===== config.mk =====
export PLATFORM = sky130hd
export DESIGN_NAME = pdc_front
export DESIGN_NICKNAME = d
export VERILOG_FILES = /design/src/design/pdc_pkg.sv /design/src/design/pdc_front.sv
export SDC_FILE = /design/constraint.sdc
export NUM_CORES = 1
export LEC_CHECK = 0
export BUFFER_PORTS_ARGS = -buffer_cell sky130_fd_sc_hd__buf_2
export CORE_ASPECT_RATIO = 1.4
export CORE_MARGIN = 1
export CORE_UTILIZATION = 40
export CTS_CLUSTER_DIAMETER = 60
export CTS_CLUSTER_SIZE = 10
export DETAILED_ROUTE_END_ITERATION = 10
export GPL_TIMING_DRIVEN = 1
export PLACE_DENSITY = 0.78
export SYNTH_ARGS = -nofsm -noshare
export SYNTH_HDL_FRONTEND = slang
export SYNTH_SLANG_ARGS = --single-unit

===== constraint.sdc =====
create_clock -name clk -period 4.5 [get_ports clk]
set_input_delay 0.45 -clock clk [delete_from_list [all_inputs] [get_ports clk]]
set_output_delay 0.45 -clock clk [all_outputs]
set_load 0.01 [all_outputs]

===== src/design/pdc_pkg.sv =====
package pdc_pkg;

    // Default sizes of the point store
    localparam int PDC_NUM_POINTS = 256;
    localparam int PDC_NUM_DIMS   = 8;

    // Fixed field widths
    localparam int COORD_W = 32;
    localparam int K_W     = 4;

    // k after reset
    localparam logic [K_W-1:0] K_RESET = 4'd8;

    // Queue depths between the parts
    localparam int CMD_Q_DEPTH = 4;
    localparam int RSP_Q_DEPTH = 2;

    // Request type codes
    localparam logic REQ_LOAD  = 1'b0;
    localparam logic REQ_QUERY = 1'b1;

    typedef struct packed {
        logic               req_type;
        logic [7:0]         point_index;
        logic [2:0]         dim_index;
        logic signed [31:0] coord_value;
        logic [7:0]         other_index;
    } req_t;

    typedef struct packed {
        logic p_dominates_q;
        logic q_dominates_p;
        logic p_kdominates_q;
        logic q_kdominates_p;
    } rsp_t;

    typedef enum logic [1:0] {
        ST_IDLE,
        ST_SCAN,
        ST_DRAIN,
        ST_DONE
    } back_state_t;

endpackage


===== src/design/pdc_front.sv =====
module pdc_front import pdc_pkg::*;
#(
    parameter int NUM_POINTS = PDC_NUM_POINTS,
    parameter int NUM_DIMS   = PDC_NUM_DIMS,
    parameter int ADDR_W     = $clog2(PDC_NUM_POINTS * PDC_NUM_DIMS)
)
(
    input  logic                               clk,
    input  logic                               rst_n,
    input  logic                               push,
    input  req_t                               req,
    output logic                               full,
    input  logic                               cmd_full,
    output logic                               cmd_push,
    output logic [1 + 2*ADDR_W + COORD_W - 1:0] cmd_data
);

    localparam int PT_W  = $clog2(NUM_POINTS);
    localparam int CMD_W = 1 + 2*ADDR_W + COORD_W;

    // Reduce an 8-bit index modulo the point count by shifted subtraction
    function automatic logic [7:0] wrap_point(input logic [7:0] idx);
        logic [8:0] v;
        v = {1'b0, idx};
        for (int i = 7; i >= 0; i--)
        begin
            if (((32'(NUM_POINTS) << i) <= 32'd255) && (32'(v) >= (32'(NUM_POINTS) << i)))
            begin
                v = v - 9'(32'(NUM_POINTS) << i);
            end
        end
        return v[7:0];
    endfunction

    logic [PT_W-1:0]   pt_p;
    logic [PT_W-1:0]   pt_q;
    logic [ADDR_W-1:0] base_p;
    logic [ADDR_W-1:0] base_q;
    logic [ADDR_W-1:0] load_addr;
    logic              is_query;
    logic              keep;
    logic              accept;
    logic [CMD_W-1:0]  cmd_next;
    logic [CMD_W-1:0]  cmd_reg;
    logic              cmd_vld_reg;

    // Classify the word and form store addresses
    always_comb
    begin
        pt_p      = PT_W'(wrap_point(req.point_index));
        pt_q      = PT_W'(wrap_point(req.other_index));
        base_p    = ADDR_W'(pt_p) * ADDR_W'(NUM_DIMS);
        base_q    = ADDR_W'(pt_q) * ADDR_W'(NUM_DIMS);
        load_addr = base_p + ADDR_W'(req.dim_index);
        is_query  = (req.req_type == REQ_QUERY);
        keep      = is_query || (32'(req.dim_index) < 32'(NUM_DIMS));
        cmd_next  = {is_query, (is_query ? base_p : load_addr), base_q, req.coord_value};
    end

    assign full     = cmd_vld_reg && cmd_full;
    assign accept   = push && !full;
    assign cmd_push = cmd_vld_reg && !cmd_full;
    assign cmd_data = cmd_reg;

    // Hold the classified word until the queue takes it; drop loads past the last dimension
    always_ff @(posedge clk or negedge rst_n)
    begin
        if (!rst_n)
        begin
            cmd_vld_reg <= 1'b0;
        end
        else if (accept && keep)
        begin
            cmd_vld_reg <= 1'b1;
        end
        else if (cmd_push)
        begin
            cmd_vld_reg <= 1'b0;
        end
    end

    always_ff @(posedge clk)
    begin
        if (accept && keep)
        begin
            cmd_reg <= cmd_next;
        end
    end

endmodule


==> results.json <==
{
  "drive_gt1_frac": 0.6538,
  "whs_path_depth": 1,
  "cp-endpoint": "cmd_data[18]$_DFFE_PP_",
  "grt_overflow": 0,
  "power_frac_comb": 0.088,
  "slew_headroom": 0.5896,
  "hold_path.class": "in -> reg",
  "cts_buffers": 5,
  "p_per_area_nw_per_um2": 386.0,
  "internal_power_uw": 718.9,
  "min_period_ns": 1.470,
  "max_cap_viol_count": 0,
  "hold_violations": 0,
  "dr_wl_met2_um": 1583,
  "num_vias": 1013,
  "clockBufferDepth": 2,
  "setup-violations-final": 0,
  "switchingPower_uw": 191.5,
  "reg2reg_depth": 2,
  "placementRows": 27,
  "synthCells": 64,
  "fp.dieArea_um2": 4413,
  "worst_pin_slew_ns": 0.6157,
  "synthToLayoutAreaGrowth_pct": 42.16,
  "design_area_um2": 2359,
  "antenna_found_initial": 0,
  "grt_pass1_vias": 980,
  "largest_reg_flops": 52,
  "dp_hpwl_um": 2229,
  "outcome": "finished clean",
  "gp_congestion": 0.6812,
  "worstPathRequired_ns": 4.43,
  "cts.clk_slew.worst_paths_ns": 0.09,
  "cp-startpoint": "cmd_vld_reg$_DFFE_PN0P_",
  "irDropWorstVdd_mv": 0.3017,
  "die_y_um": 78.20,
  "postCtsSetupRepairBufs": 0,
  "wl_met3_um": 300,
  "die_width_um": 56.43,
  "cp_cell_sequence": "a21boi_4 > buf_4",
  "syn_area_um2": 1659,
  "regToRegStartpoint": "cmd_vld_reg$_DFFE_PN0P_",
  "top_layer_used": "met4",
  "r2r_slack_ns": 3.03,
  "p_sw_frac": 0.2104,
  "seq_power_share": 0.638,
  "cp_slowest_cell": "buf_4",
  "drt_iter0_drc": 16,
  "first_pass_iters": 4,
  "layout.nets": 237,
  "drt-met1-wl_um": 1018,
  "grt_max_degree": 53,
  "period_share": 0.3267,
  "cts_root_buf": "clkbuf_8",
  "routedWlPerCell_um": 13.07,
  "place_area_um2": 2262,
  "tns_ns": 0,
  "fin_worst_skew_ns": 0.005899,
  "clock_power_share": 0.274,
  "cp_max_fo": 52,
  "num_io_pins": 113,
  "grt_pass1_wl_um": 4360,
  "cts_tree": "built",
  "core_um2": 3953,
  "rsz0062_at_grt": "false",
  "grt_usage": 0.1362,
  "start_util": 0.4198,
  "yosys_warnings": 0,
  "fmax_mhz": 680.2,
  "vias_per_cell": 4.502,
  "routed_wl_um": 2940,
  "hold_buffers": 1,
  "drc": 0,
  "clock_latency_ns": 0.29,
  "h-tree-depth": 2,
  "slew_violations": 0,
  "syn_avg_cell_area_um2": 25.92,
  "clock-sinks": 53,
  "critPathKind": "reg -> reg",
  "critPathCaptureType": "register",
  "diodes": 0,
  "portBuffers": 109,
  "max_stage_delay_ns": 0.52,
  "ctsResizeCount": 0,
  "crit_arrival_ns": 1.40,
  "ys_seq_elements": 53,
  "regToRegEndpoint": "cmd_data[18]$_DFFE_PP_",
  "final_antenna_net_count": 0,
  "synth.distinct_cells": 8,
  "start_kind": "register",
  "synth-seq-area-share": 0.9563,
  "p_leak_uw": 0.001025
}
## per-layer routing
metal / track usage / vias up
li1: - / 473
met1: 0.1313 / 468
met2: 0.2341 / 68
met4: 0.07317 / 0
met3: 0.06590 / 4
met5: 0 / -
## worst max-delay path: cells and delay by family, from the launching register on
kind	cells	cell delay [ns]
buf+inv	1	0.52
flops	1	0.43
compound gates	1	0.13
## layout make-up
cell class | instances | area (um2)
clock inverter | 3 | 17.52
multi-input combinational | 10 | 68.82
fill | 311 | 1594
clock buffer | 5 | 68.82
sequential | 53 | 1587
timing repair buffer | 111 | 563.0
tap | 43 | 53.80
## power by group through the flow
| stage | combinational, uW | sequential (uW) | clock, uW |
|---|---|---|---|
| 2_1_floorplan | 14.7 | 609 | 0 |
| 6_report | 80.2 | 580 | 250 |
| 5_1_grt | 86.8 | 584 | 273 |
| 3_5_place_dp | 80.9 | 592 | 0 |
| 4_1_cts | 81.4 | 581 | 259 |
| 3_3_place_gp | 79.0 | 591 | 0 |
## worst min-delay path by stage
stage	to	slack (ns)	start
3_5_place_dp	cmd_vld_reg$_DFFE_PN0P_	0.23	rst_n
2_1_floorplan	cmd_vld_reg$_DFFE_PN0P_	0.15	rst_n
3_3_place_gp	cmd_vld_reg$_DFFE_PN0P_	0.23	rst_n
4_1_cts	cmd_data[5]$_DFFE_PP_	0.31	req[13]
6_report	cmd_data[10]$_DFFE_PP_	0.32	req[18]
5_1_grt	cmd_data[0]$_DFFE_PP_	0.30	req[8]
## stage by stage
step                      setup slack, ns  power [uW]  instances    util  hold slack (ns)
after global placement              2.886       670.3        216  0.5723           0.2253
after floorplan                     1.068       624.1         66       -           0.1544
after global routing                2.959       943.9        225  0.5967           0.2993
after detailed placement            2.855       672.9        216  0.5723           0.2269
after CTS                           3.019       921.1        225  0.5967           0.3137
final                               3.030       910.5        225  0.5967           0.3224
## cell usage after synthesis (all sizes together)
cell,number,area (um2)
edfxtp,52,1562
conb,1,3.750
a21o,1,7.510
a21boi,1,7.510
and2,1,6.260
dfrtp,1,25.02
buf,3,22.52
nor2b,4,25.02
## layout by cell type (no fill, tap or decap)
cell / count
a21boi_4: 1
dlygate4sd3_1: 1
clkinvlp_4: 1
edfxtp_1: 52
nor2b_1: 4
clkbuf_8: 5
dfrtp_1: 1
buf_2: 109
a21o_1: 1
conb_1: 3
buf_4: 1
clkinv_2: 2
and2_1: 1
## cell families after synthesis
group | share of synthesized area
other | 0.002260
DFF | 0.9563
buffers and inverters | 0.01357
AOI/OAI and AO/OA | 0.009053
and+or+nand+nor | 0.01885
Power figures use the tool's default switching activity.
