$ cat src/design/pdc_pkg.sv
package pdc_pkg;

    // Default sizes of the point store
    localparam int PDC_NUM_POINTS = 256;
    localparam int PDC_NUM_DIMS   = 8;

    // Fixed field widths
    localparam int COORD_W = 32;
    localparam int K_W     = 4;

    // k after reset
    localparam logic [K_W-1:0] K_RESET = 4'd8;

    // Queue depths between the parts
    localparam int CMD_Q_DEPTH = 4;
    localparam int RSP_Q_DEPTH = 2;

    // Request type codes
    localparam logic REQ_LOAD  = 1'b0;
    localparam logic REQ_QUERY = 1'b1;

    typedef struct packed {
        logic               req_type;
        logic [7:0]         point_index;
        logic [2:0]         dim_index;
        logic signed [31:0] coord_value;
        logic [7:0]         other_index;
    } req_t;

    typedef struct packed {
        logic p_dominates_q;
        logic q_dominates_p;
        logic p_kdominates_q;
        logic q_kdominates_p;
    } rsp_t;

    typedef enum logic [1:0] {
        ST_IDLE,
        ST_SCAN,
        ST_DRAIN,
        ST_DONE
    } back_state_t;

endpackage

$ cat src/design/pdc_fifo.sv
module pdc_fifo import pdc_pkg::*;
#(
    parameter int WIDTH = 8,
    parameter int DEPTH = 2
)
(
    input  logic             clk,
    input  logic             rst_n,
    input  logic             push,
    input  logic [WIDTH-1:0] wr_data,
    output logic             full,
    input  logic             pop,
    output logic [WIDTH-1:0] rd_data,
    output logic             empty
);

    localparam int PTR_W = $clog2(DEPTH);
    localparam int CNT_W = $clog2(DEPTH + 1);

    logic [WIDTH-1:0] mem_reg [DEPTH];
    logic [PTR_W-1:0] wr_ptr_reg, wr_ptr_next;
    logic [PTR_W-1:0] rd_ptr_reg, rd_ptr_next;
    logic [CNT_W-1:0] count_reg, count_next;
    logic             do_push;
    logic             do_pop;

    assign full    = (count_reg == CNT_W'(DEPTH));
    assign empty   = (count_reg == '0);
    assign do_push = push && !full;
    assign do_pop  = pop && !empty;
    assign rd_data = mem_reg[rd_ptr_reg];

    // Advance pointers with wrap at the queue depth
    always_comb
    begin
        wr_ptr_next = wr_ptr_reg;
        rd_ptr_next = rd_ptr_reg;
        count_next  = count_reg;
        if (do_push)
        begin
            wr_ptr_next = (wr_ptr_reg == PTR_W'(DEPTH - 1)) ? '0 : wr_ptr_reg + 1'b1;
        end
        if (do_pop)
        begin
            rd_ptr_next = (rd_ptr_reg == PTR_W'(DEPTH - 1)) ? '0 : rd_ptr_reg + 1'b1;
        end
        case ({do_push, do_pop})
            2'b10:   count_next = count_reg + 1'b1;
            2'b01:   count_next = count_reg - 1'b1;
            default: count_next = count_reg;
        endcase
    end

    always_ff @(posedge clk or negedge rst_n)
    begin
        if (!rst_n)
        begin
            wr_ptr_reg <= '0;
            rd_ptr_reg <= '0;
            count_reg  <= '0;
        end
        else
        begin
            wr_ptr_reg <= wr_ptr_next;
            rd_ptr_reg <= rd_ptr_next;
            count_reg  <= count_next;
        end
    end

    // Store the pushed word
    always_ff @(posedge clk)
    begin
        if (do_push)
        begin
            mem_reg[wr_ptr_reg] <= wr_data;
        end
    end

`ifndef SYNTHESIS
    a_count_bound: assert property (@(posedge clk) disable iff (!rst_n)
        count_reg <= CNT_W'(DEPTH))
        else $error("queue fill count beyond depth");
`endif

endmodule

$ cat config.mk
export PLATFORM = sky130hd
export DESIGN_NAME = pdc_fifo
export DESIGN_NICKNAME = d
export VERILOG_FILES = /design/src/design/pdc_pkg.sv /design/src/design/pdc_fifo.sv
export SDC_FILE = /design/constraint.sdc
export NUM_CORES = 1
export LEC_CHECK = 0
export ABC_AREA = 1
export BUFFER_PORTS_ARGS = -buffer_cell sky130_fd_sc_hd__buf_4
export CAP_MARGIN = 20
export CORE_MARGIN = 10
export CORE_UTILIZATION = 52
export CTS_BUF_LIST = sky130_fd_sc_hd__clkbuf_8
export DETAILED_ROUTE_END_ITERATION = 7
export GPL_ROUTABILITY_DRIVEN = 1
export PLACE_DENSITY_LB_ADDON = 0.15
export SYNTH_ARGS = -nofsm -noshare
export SYNTH_HDL_FRONTEND = slang
export SYNTH_SLANG_ARGS = --single-unit
$ cat constraint.sdc
create_clock -name clk -period 1.55 [get_ports clk]
set_input_delay 0.0775 -clock clk [delete_from_list [all_inputs] [get_ports clk]]
set_output_delay 0.0775 -clock clk [all_outputs]
set_load 0.05 [all_outputs]
==> results of run 1 <==
## power groups by stage
stage / clock [mW] / sequential [mW] / combinational [mW]
5_1_grt: 0.365 / 0.862 / 1.30
3_3_place_gp: 0 / 0.850 / 1.19
3_5_place_dp: 0 / 0.857 / 1.20
4_1_cts: 0.335 / 0.844 / 1.21
2_1_floorplan: 0 / 0.807 / 0.896
6_report: 0.326 / 0.842 / 1.20
## cell usage in the layout (no fill, tap or decap)
cell type      count
nand4_1            1
nor2_1             1
xnor2_1            1
dfrtp_1            4
dlygate4sd3_1      5
nor2_2             1
clkinv_1           1
inv_1              7
inv_2              3
nand2_2            2
buf_4             23
nand2_1           32
edfxtp_1          16
nand3_1            3
clkbuf_8           3
ha_1               1
o21ai_2            1
## cell type report
type	count	area [sq um]	area share (%)
clock inverters	1	3.75	0.341
inverters	10	37.5	3.41
multi-input cells	43	194	17.6
well taps	16	20.0	1.82
flip-flops and latches	20	581	52.8
clock buffers	3	41.3	3.75
repair buffers	28	223	20.3
## through the flow
step	area, sq um	std cells
finish	1100	121
global route	1100	121
CTS	1060	117
detailed placement	1000	112
global placement	1000	112
floorplan	817	74
## worst max path at each step
stage | start | endpoint | slack [ns] | depth (start not counted)
after floorplan | count_reg[0] | mem_reg[0][0] | 0.11 | 4
after global placement | count_reg[0] | count_reg[1] | 0.22 | 9
after detailed placement | count_reg[0] | count_reg[1] | 0.17 | 9
after CTS | rd_ptr_reg | rd_data[4] | 0.17 | 4
after global routing | rd_ptr_reg | rd_data[6] | 0.07 | 4
final | count_reg[0] | count_reg[1] | 0.17 | 9
## critical path, delay by kind of cell (launching register included)
| kind | cells | cell delay, ns |
|---|---|---|
| adders and majority gates | 1 | 0.29 |
| buffers and inverters | 3 | 0.21 |
| DFF | 1 | 0.46 |
| and+or+nand+nor | 5 | 0.32 |
## cells by family after synthesis
| family | after synthesis | synth area share [%] |
|---|---|---|
| AND/OR/NAND/NOR | 40 | 20.1 |
| adder cells (fa/ha/maj) | 1 | 1.53 |
| XOR/XNOR | 1 | 1.07 |
| flip-flops | 20 | 71.1 |
| buffers and inverters | 11 | 5.21 |
| AO/OA/AOI/OAI | 1 | 1.07 |
## per-layer routing
layer  part of all wire [%]  track usage, %  up-vias
met5                      0               0        -
met4                   0.60            5.13        0
met3                    7.3            4.51        2
met2                     52            13.4       14
met1                     40            9.17      255
li1                       -               -      298
==> results_dict.tcl, run 1 <==
set metrics [dict create \
    outcome "finished, final reports clean" \
    ys_ff_latch 20 \
    antenna_left 0 \
    diodes 0 \
    synthCells 74 \
    async_reset_ff_share_pct 20.0 \
    swShare_pct 45.8 \
    rows 14 \
    synth_cell_types 14 \
    synth_top_cell_by_area "edfxtp_1" \
    pre_cts_ws_ns 0.173 \
    cp_max_fo 5 \
    drtPass1Iterations 4 \
    drc 0 \
    portBuffers 21 \
    fmax_ghz 0.726 \
    min_from "wr_data[3]" \
    power_mw 2.37 \
    reg2reg_to "count_reg[1]" \
    yosysWarnings 0 \
    worstSetupPathType "flip-flop to flip-flop" \
    worstPathCellList "inv_2 -> nand2_2 -> nand2_2 -> inv_1 -> ha_1 -> inv_1 -> nand3_1 -> nand2_1 -> nand2_1" \
    p_int_mw 1.28 \
    postCtsHoldBufs 1 \
    period_share_pct 88.9 \
    power.density_nw_per_um2 2150 \
    cts.sinks 20 \
    layout_setup_ws_ns 0.172 \
    switching_power_mw 1.08 \
    p_leak_nw 0.527 \
    root_buffer "clkbuf_8" \
    tightestPinTransition_ns 0.332 \
    die_y_um 59.6 \
    peakVddDrop_mv 1.32 \
    cp-end-kind "flip-flop" \
    h-tree-depth 1 \
    synth_area_per_cell_sq_um 11.0 \
    critPathSlowestCell "dfrtp_1" \
    ctsResizeCount 0 \
    largest_reg_flops 16 \
    overflow 0 \
    clk_pin_slew_worst_paths_ns 0.07 \
    setup-tns-final_ns 0 \
    synth_edf_count 16 \
    synth_top_area_share_pct 58.8 \
    core_area_sq_um 1490 \
    start_util_pct 54.9 \
    power_frac_clock_pct 13.8 \
    post-cts-setup-buffers 0 \
    min_path_type "input port to flip-flop" \
    hold_depth 1 \
    rr_worst_depth 9 \
    fin_skew_ns 0.00213 \
    vias 569 \
    io_pins 22 \
    slew_viol_final 0 \
    grt_pass1_vias 533 \
    cp_data_arrival_time_ns 1.52 \
    clk_latency_ns 0.25 \
    rsz0062_at_grt "false" \
    via_per_inst 4.70 \
    wire_per_inst_um 12.3 \
    syn_nets 87 \
    whs_endpoint "mem_reg[1][3]" \
    drt_wl_total_um 1490 \
    ys_seq_area_share_pct 71.1 \
    antenna_found_initial 0 \
    drt-initial-drc-count 10 \
    seq_power_share_pct 35.6 \
    area_growth_pct 34.6 \
    clk_path_buf_depth 2 \
    gp_congestion 0.805 \
    n_fill_cell 118 \
    period_needed_ns 1.38 \
    r2r_start "count_reg[0]" \
    hold_slack_ns 0.0101 \
    die_w_um 59.6 \
    utilization_pct 73.9 \
    synth.most_common_cell "nand2_1" \
    slew_headroom_pct 77.9 \
    grt_start_max_net_pins 12 \
    finalHoldViolations 0 \
    cp-start-kind "flip-flop" \
    grt_use_total_pct 8.67 \
    nNetsFinal 119 \
    maxCapViolCount 0 \
    numCtsBuffers 3 \
    hpwl_um 1120 \
    ys_top_cells_by_count "32 x nand2_1, 16 x edfxtp_1, 7 x inv_1" \
    die_area_sq_um 3560 \
    comb_power_share_pct 50.7 \
    required_ns 1.69 \
    setup_viol 0 \
    grt_pass1_wl_um 2280 \
    cts_tree "yes" \
    drive_gt1_share_pct 31.4 \
    critPathMaxStageDelay_ns 0.46 \
    syn_area_sq_um 817 \
    ys_dominant_reg_cell "edfxtp_1" \
    rrSetupSlack_ns 0.17 \
    ys_top_cells_by_area "edfxtp_1 59%, nand2_1 15%, dfrtp_1 12%" \
]
(Power assumes the default switching activity.)
==> run 2, diff against run 1 <==
Settings changed: CORE_UTILIZATION 52 to 49, CTS_BUF_LIST sky130_fd_sc_hd__clkbuf_8 to unset.
==> run 2 against run 1 <==
Net effect: maximum frequency fell by 3.2%; count of clock-buffer cells in the layout rose by 1; via count grew 7.0%; critical path type is now flip-flop to primary output; critical endpoint is now rd_data[4].
==> results_dict.tcl, run 2 (synthesized netlist as in run 1, its figures left out) <==
set metrics [dict create \
    via_per_inst 4.87 \
    period_share_pct 91.9 \
    die_w_um 60.8 \
    nNetsFinal 123 \
    diodes 0 \
    cts_tree "yes" \
    crit_top_cell "nand2_1" \
    postCtsHoldBufs 9 \
    drt_wl_total_um 1690 \
    fin_skew_ns 0.00690 \
    dpl-instance-area_sq_um 1000 \
    min_path_type "input port to flip-flop" \
    io_pins 22 \
    vias 609 \
    power.density_nw_per_um2 2070 \
    layout_commonest_cell "nand2_1" \
    r2r_start "count_reg[1]" \
    clk_latency_ns 0.29 \
    setup-tns-final_ns 0 \
    slew_viol_final 0 \
    fmax_ghz 0.702 \
    drc 0 \
    die_area_sq_um 3700 \
    root_buffer "clkbuf_4" \
    start_util_pct 53.0 \
    critPathMaxStageDelay_ns 0.52 \
    largest_reg_flops 16 \
    rrSetupSlack_ns 0.13 \
    period_needed_ns 1.42 \
    peakVddDrop_mv 1.23 \
    drt-initial-drc-count 11 \
    rows 14 \
    slew_headroom_pct 76.9 \
    outcome "finished, final reports clean" \
    finalHoldViolations 0 \
    antenna_found_initial 0 \
    overflow 0 \
    critPathSlowestCell "dfrtp_1" \
    hold_slack_ns 0.0528 \
    reg2reg_to "count_reg[1]" \
    rsz0062_at_grt "false" \
    cp_max_fo 10 \
    final_cell_mix "32 x nand2_1, 23 x buf_4, 16 x edfxtp_1" \
    grt_pass1_vias 617 \
    ctsResizeCount 0 \
    wire_per_inst_um 13.5 \
    portBuffers 21 \
    grt_pass1_wl_um 2650 \
    power_mw 2.32 \
    cp_data_arrival_time_ns 1.35 \
    setup_viol 0 \
    cp-end-kind "primary output" \
    rr_worst_depth 9 \
    numCtsBuffers 3 \
    startpoint "rd_ptr_reg" \
    worstPathCellList "inv_2 -> nand2_1 -> nand2_1 -> buf_4" \
    clk_path_buf_depth 2 \
    maxCapViolCount 0 \
    grt_start_max_net_pins 12 \
    cts.sinks 20 \
    min_from "pop" \
    clk_pin_slew_worst_paths_ns 0.10 \
    required_ns 1.47 \
    h-tree-depth 1 \
    worstSetupPathType "flip-flop to primary output" \
    gp_congestion 0.733 \
    post-cts-setup-buffers 0 \
    area_growth_pct 37.2 \
    core_area_sq_um 1540 \
    cp-start-kind "flip-flop" \
    n_fill_cell 116 \
    post-route-cell-area_sq_um 1120 \
    tightestPinTransition_ns 0.347 \
    antenna_left 0 \
    drtPass1Iterations 5 \
    drive_gt1_share_pct 30.3 \
    hold_depth 4 \
    p_leak_nw 0.535 \
    die_y_um 60.8 \
    grt_use_total_pct 9.39 \
    whs_endpoint "rd_ptr_reg" \
    hpwl_um 1230 \
]
==> run 2: changes by cell type in the layout (fill, tap and decap cells not counted), sizes merged <==
cell,before,now
clkbuf,3,4
dlygate4sd3,5,9
clkinv,1,0
==> run 2: worst max path at each step <==
stage | cells after the start | slack, ns | to
finish | 4 | 0.13 | rd_data[4]
floorplan | 4 | 0.11 | mem_reg[0][0]
detailed placement | 9 | 0.16 | count_reg[1]
CTS | 4 | 0.11 | rd_data[4]
global route | 9 | 0.009 | count_reg[1]
global placement | 9 | 0.22 | count_reg[1]
==> run 2: power breakdown <==
group / internal (mW) / switching, mW
clock: 0.100 / 0.149
sequential: 0.746 / 0.0988
combinational: 0.368 / 0.859
total: 1.21 / 1.11
==> run 2: stage by stage <==
step	util, %	worst slack (ns)	cells
CTS	72.7	0.111	125
global placement	65.2	0.223	112
global route	72.7	0.00944	125
detailed placement	65.2	0.157	112
finish	72.7	0.126	125
floorplan	-	0.108	74
==> run 2: layer usage <==
layer  vias up  global-route usage, %  part of all wire [%]
met5         -                      0                     0
met4         0                   2.82                  0.41
met3         2                   2.92                   6.2
met2        15                   17.9                    54
met1       286                   9.38                    39
li1        306                      -                     -
==> run 2: layout make-up <==
cell class / count / area (sq um) / area share [%]
clock buffer: 4 / 26.3 / 2.34
tap: 16 / 20.0 / 1.79
sequential: 20 / 581 / 51.8
inverter: 10 / 37.5 / 3.35
multi-input combinational: 43 / 194 / 17.3
timing repair buffer: 32 / 263 / 23.4
==> run 2: critical path, delay by kind of cell, from the launching register on <==
| kind | cells | cell delay, ns |
|---|---|---|
| buf+inv | 2 | 0.41 |
| flops | 1 | 0.52 |
| simple gates | 2 | 0.14 |
==> run 3, diff against run 2 <==
--- a/config.mk
+++ b/config.mk
@@ -11,3 +11,3 @@
 export CORE_MARGIN = 10
-export CORE_UTILIZATION = 49
+export CORE_UTILIZATION = 44
 export DETAILED_ROUTE_END_ITERATION = 7
==> constraint.sdc (replaced) <==
create_clock -name clk -period 1.2 [get_ports clk]
set_input_delay 0.06 -clock clk [delete_from_list [all_inputs] [get_ports clk]]
set_output_delay 0.06 -clock clk [all_outputs]
set_load 0.005 [all_outputs]
==> run 3 against run 2 <==
Net effect: the flow now finishes with violations (setup timing); final cell count increased by 22%; clock skew rose by 0.013 ns; clock power increased by 120%; count of clock-buffer cells in the layout fell by 1; via count grew 13%; critical path type is now flip-flop to flip-flop; highest routed layer unchanged.
==> results_dict.tcl, run 3 (synthesized netlist as in run 1, its figures left out) <==
set metrics [dict create \
    reg2reg_to "rd_ptr_reg" \
    grt_pass1_vias 695 \
    root_buffer "clkbuf_4" \
    area_growth_pct 80.4 \
    overflow 0 \
    core_area_sq_um 1750 \
    placed_cells 127 \
    io_pins 22 \
    largest_reg_flops 16 \
    setup-tns-final_ns -1.46 \
    period_needed_ns 1.30 \
    fmax_ghz 0.771 \
    power_mw 3.54 \
    diodes 0 \
    antenna_left 0 \
    gp_congestion 0.748 \
    die_w_um 63.1 \
    drtPass1Iterations 4 \
    grt_pass1_wl_um 3140 \
    power.density_nw_per_um2 2400 \
    critPathMaxStageDelay_ns 0.45 \
    min_path_type "input port to flip-flop" \
    cts_tree "yes" \
    min_from "push" \
    layout_setup_ws_ns -0.0971 \
    slew_viol_final 0 \
    via_per_inst 4.48 \
    period_share_pct 108 \
    die_y_um 63.1 \
    cts.sinks 20 \
    numCtsBuffers 3 \
    maxCapViolCount 0 \
    drt-initial-drc-count 12 \
    antenna_found_initial 0 \
    layout_commonest_cell "buf_4" \
    rrSetupSlack_ns -0.1 \
    hold_slack_ns 0.0244 \
    worstPathCellList "inv_2 -> nand2_2 -> nand2_2 -> buf_4 -> buf_6 -> buf_4 -> buf_4 -> nand2_1 -> nand2_1" \
    rows 15 \
    cp_max_fo 5 \
    hold_depth 3 \
    clk_path_buf_depth 2 \
    portBuffers 21 \
    fin_cells 153 \
    cp_data_arrival_time_ns 1.51 \
    crit_buf_inv 5 \
    start_util_pct 46.8 \
    worst-path-stages 9 \
    wire_per_inst_um 13.5 \
    p_leak_nw 0.683 \
    whs_endpoint "wr_ptr_reg" \
    slew_headroom_pct 85.5 \
    drive_gt1_share_pct 64.1 \
    worstSetupPathType "flip-flop to flip-flop" \
    setup_viol 26 \
    crit_top_cell "buf_4" \
    die_area_sq_um 3980 \
    cp-start-kind "flip-flop" \
    rsz0062_at_grt "true" \
    tightestPinTransition_ns 0.217 \
    r2r_start "count_reg[0]" \
    fin_skew_ns 0.0200 \
    outcome "complete, but fails checks" \
    rr_worst_depth 9 \
    critPathSlowestCell "dfrtp_2" \
    drt_wl_total_um 2070 \
    grt_use_total_pct 9.77 \
    nNetsFinal 142 \
    cp-end-kind "flip-flop" \
    grt_start_max_net_pins 13 \
    crit_family "buffers and inverters" \
    violations "setup timing" \
    finalHoldViolations 0 \
    clk_pin_slew_worst_paths_ns 0.13 \
    pre_cts_ws_ns -0.0610 \
    h-tree-depth 1 \
    final_cell_mix "26 x buf_4, 17 x nand2_2, 16 x edfxtp_1" \
    vias 686 \
    drc 0 \
    hpwl_um 1260 \
    peakVddDrop_mv 1.63 \
    required_ns 1.42 \
    clk_latency_ns 0.31 \
]
[run 3: worst min-delay path: stages]
cell     delay [ns]
buf_4          0.10
nand3_2        0.08
nand2_1        0.06
[run 3: worst max path at each step]
stage                  from  slack [ns]           end
2_1_floorplan  count_reg[0]       0.004  count_reg[1]
3_3_place_gp   count_reg[0]       -0.02  count_reg[1]
3_5_place_dp   count_reg[0]       -0.06  count_reg[1]
4_1_cts        count_reg[0]       -0.05         empty
5_1_grt        count_reg[0]       -0.16  count_reg[1]
6_report       count_reg[0]        -0.1    rd_ptr_reg
[run 3: metrics by stage]
stage / util (%) / cell area, sq um
after floorplan: - / 837
after global placement: 61.9 / 1080
after detailed placement: 61.9 / 1080
after CTS: 77.7 / 1360
after global routing: 84.4 / 1470
final: 84.4 / 1470
[run 3: cell type report]
type / instances / area [sq um]
inverters: 10 / 42.5
well taps: 25 / 31.3
fillers: 104 / 272
clock buffers: 3 / 22.5
clock inverters: 1 / 30.0
multi-input cells: 43 / 302
repair inverters: 1 / 6.26
repair buffers: 50 / 457
flip-flops and latches: 20 / 583
[run 3: layer usage]
layer / share of wire, % / GRT usage, %
met1: 41 / 9.81
met2: 53 / 18.1
met3: 5.5 / 3.36
met4: 0.48 / 3.35
met5: 0 / 0
[run 3: what timing repair did]
action	CTS	global route
cloned	0	1
pin swaps	11	4
buffers inserted	6	5
hold buffers	10	0
resized for setup	25	22
hold endpoints to repair	21	0
setup endpoints to repair	17	28
[run 3: report_power, final]
part | switching (mW) | internal (mW)
Combinational | 0.815 | 1.04
Clock | 0.209 | 0.338
Sequential | 0.161 | 0.973
Total | 1.18 | 2.35
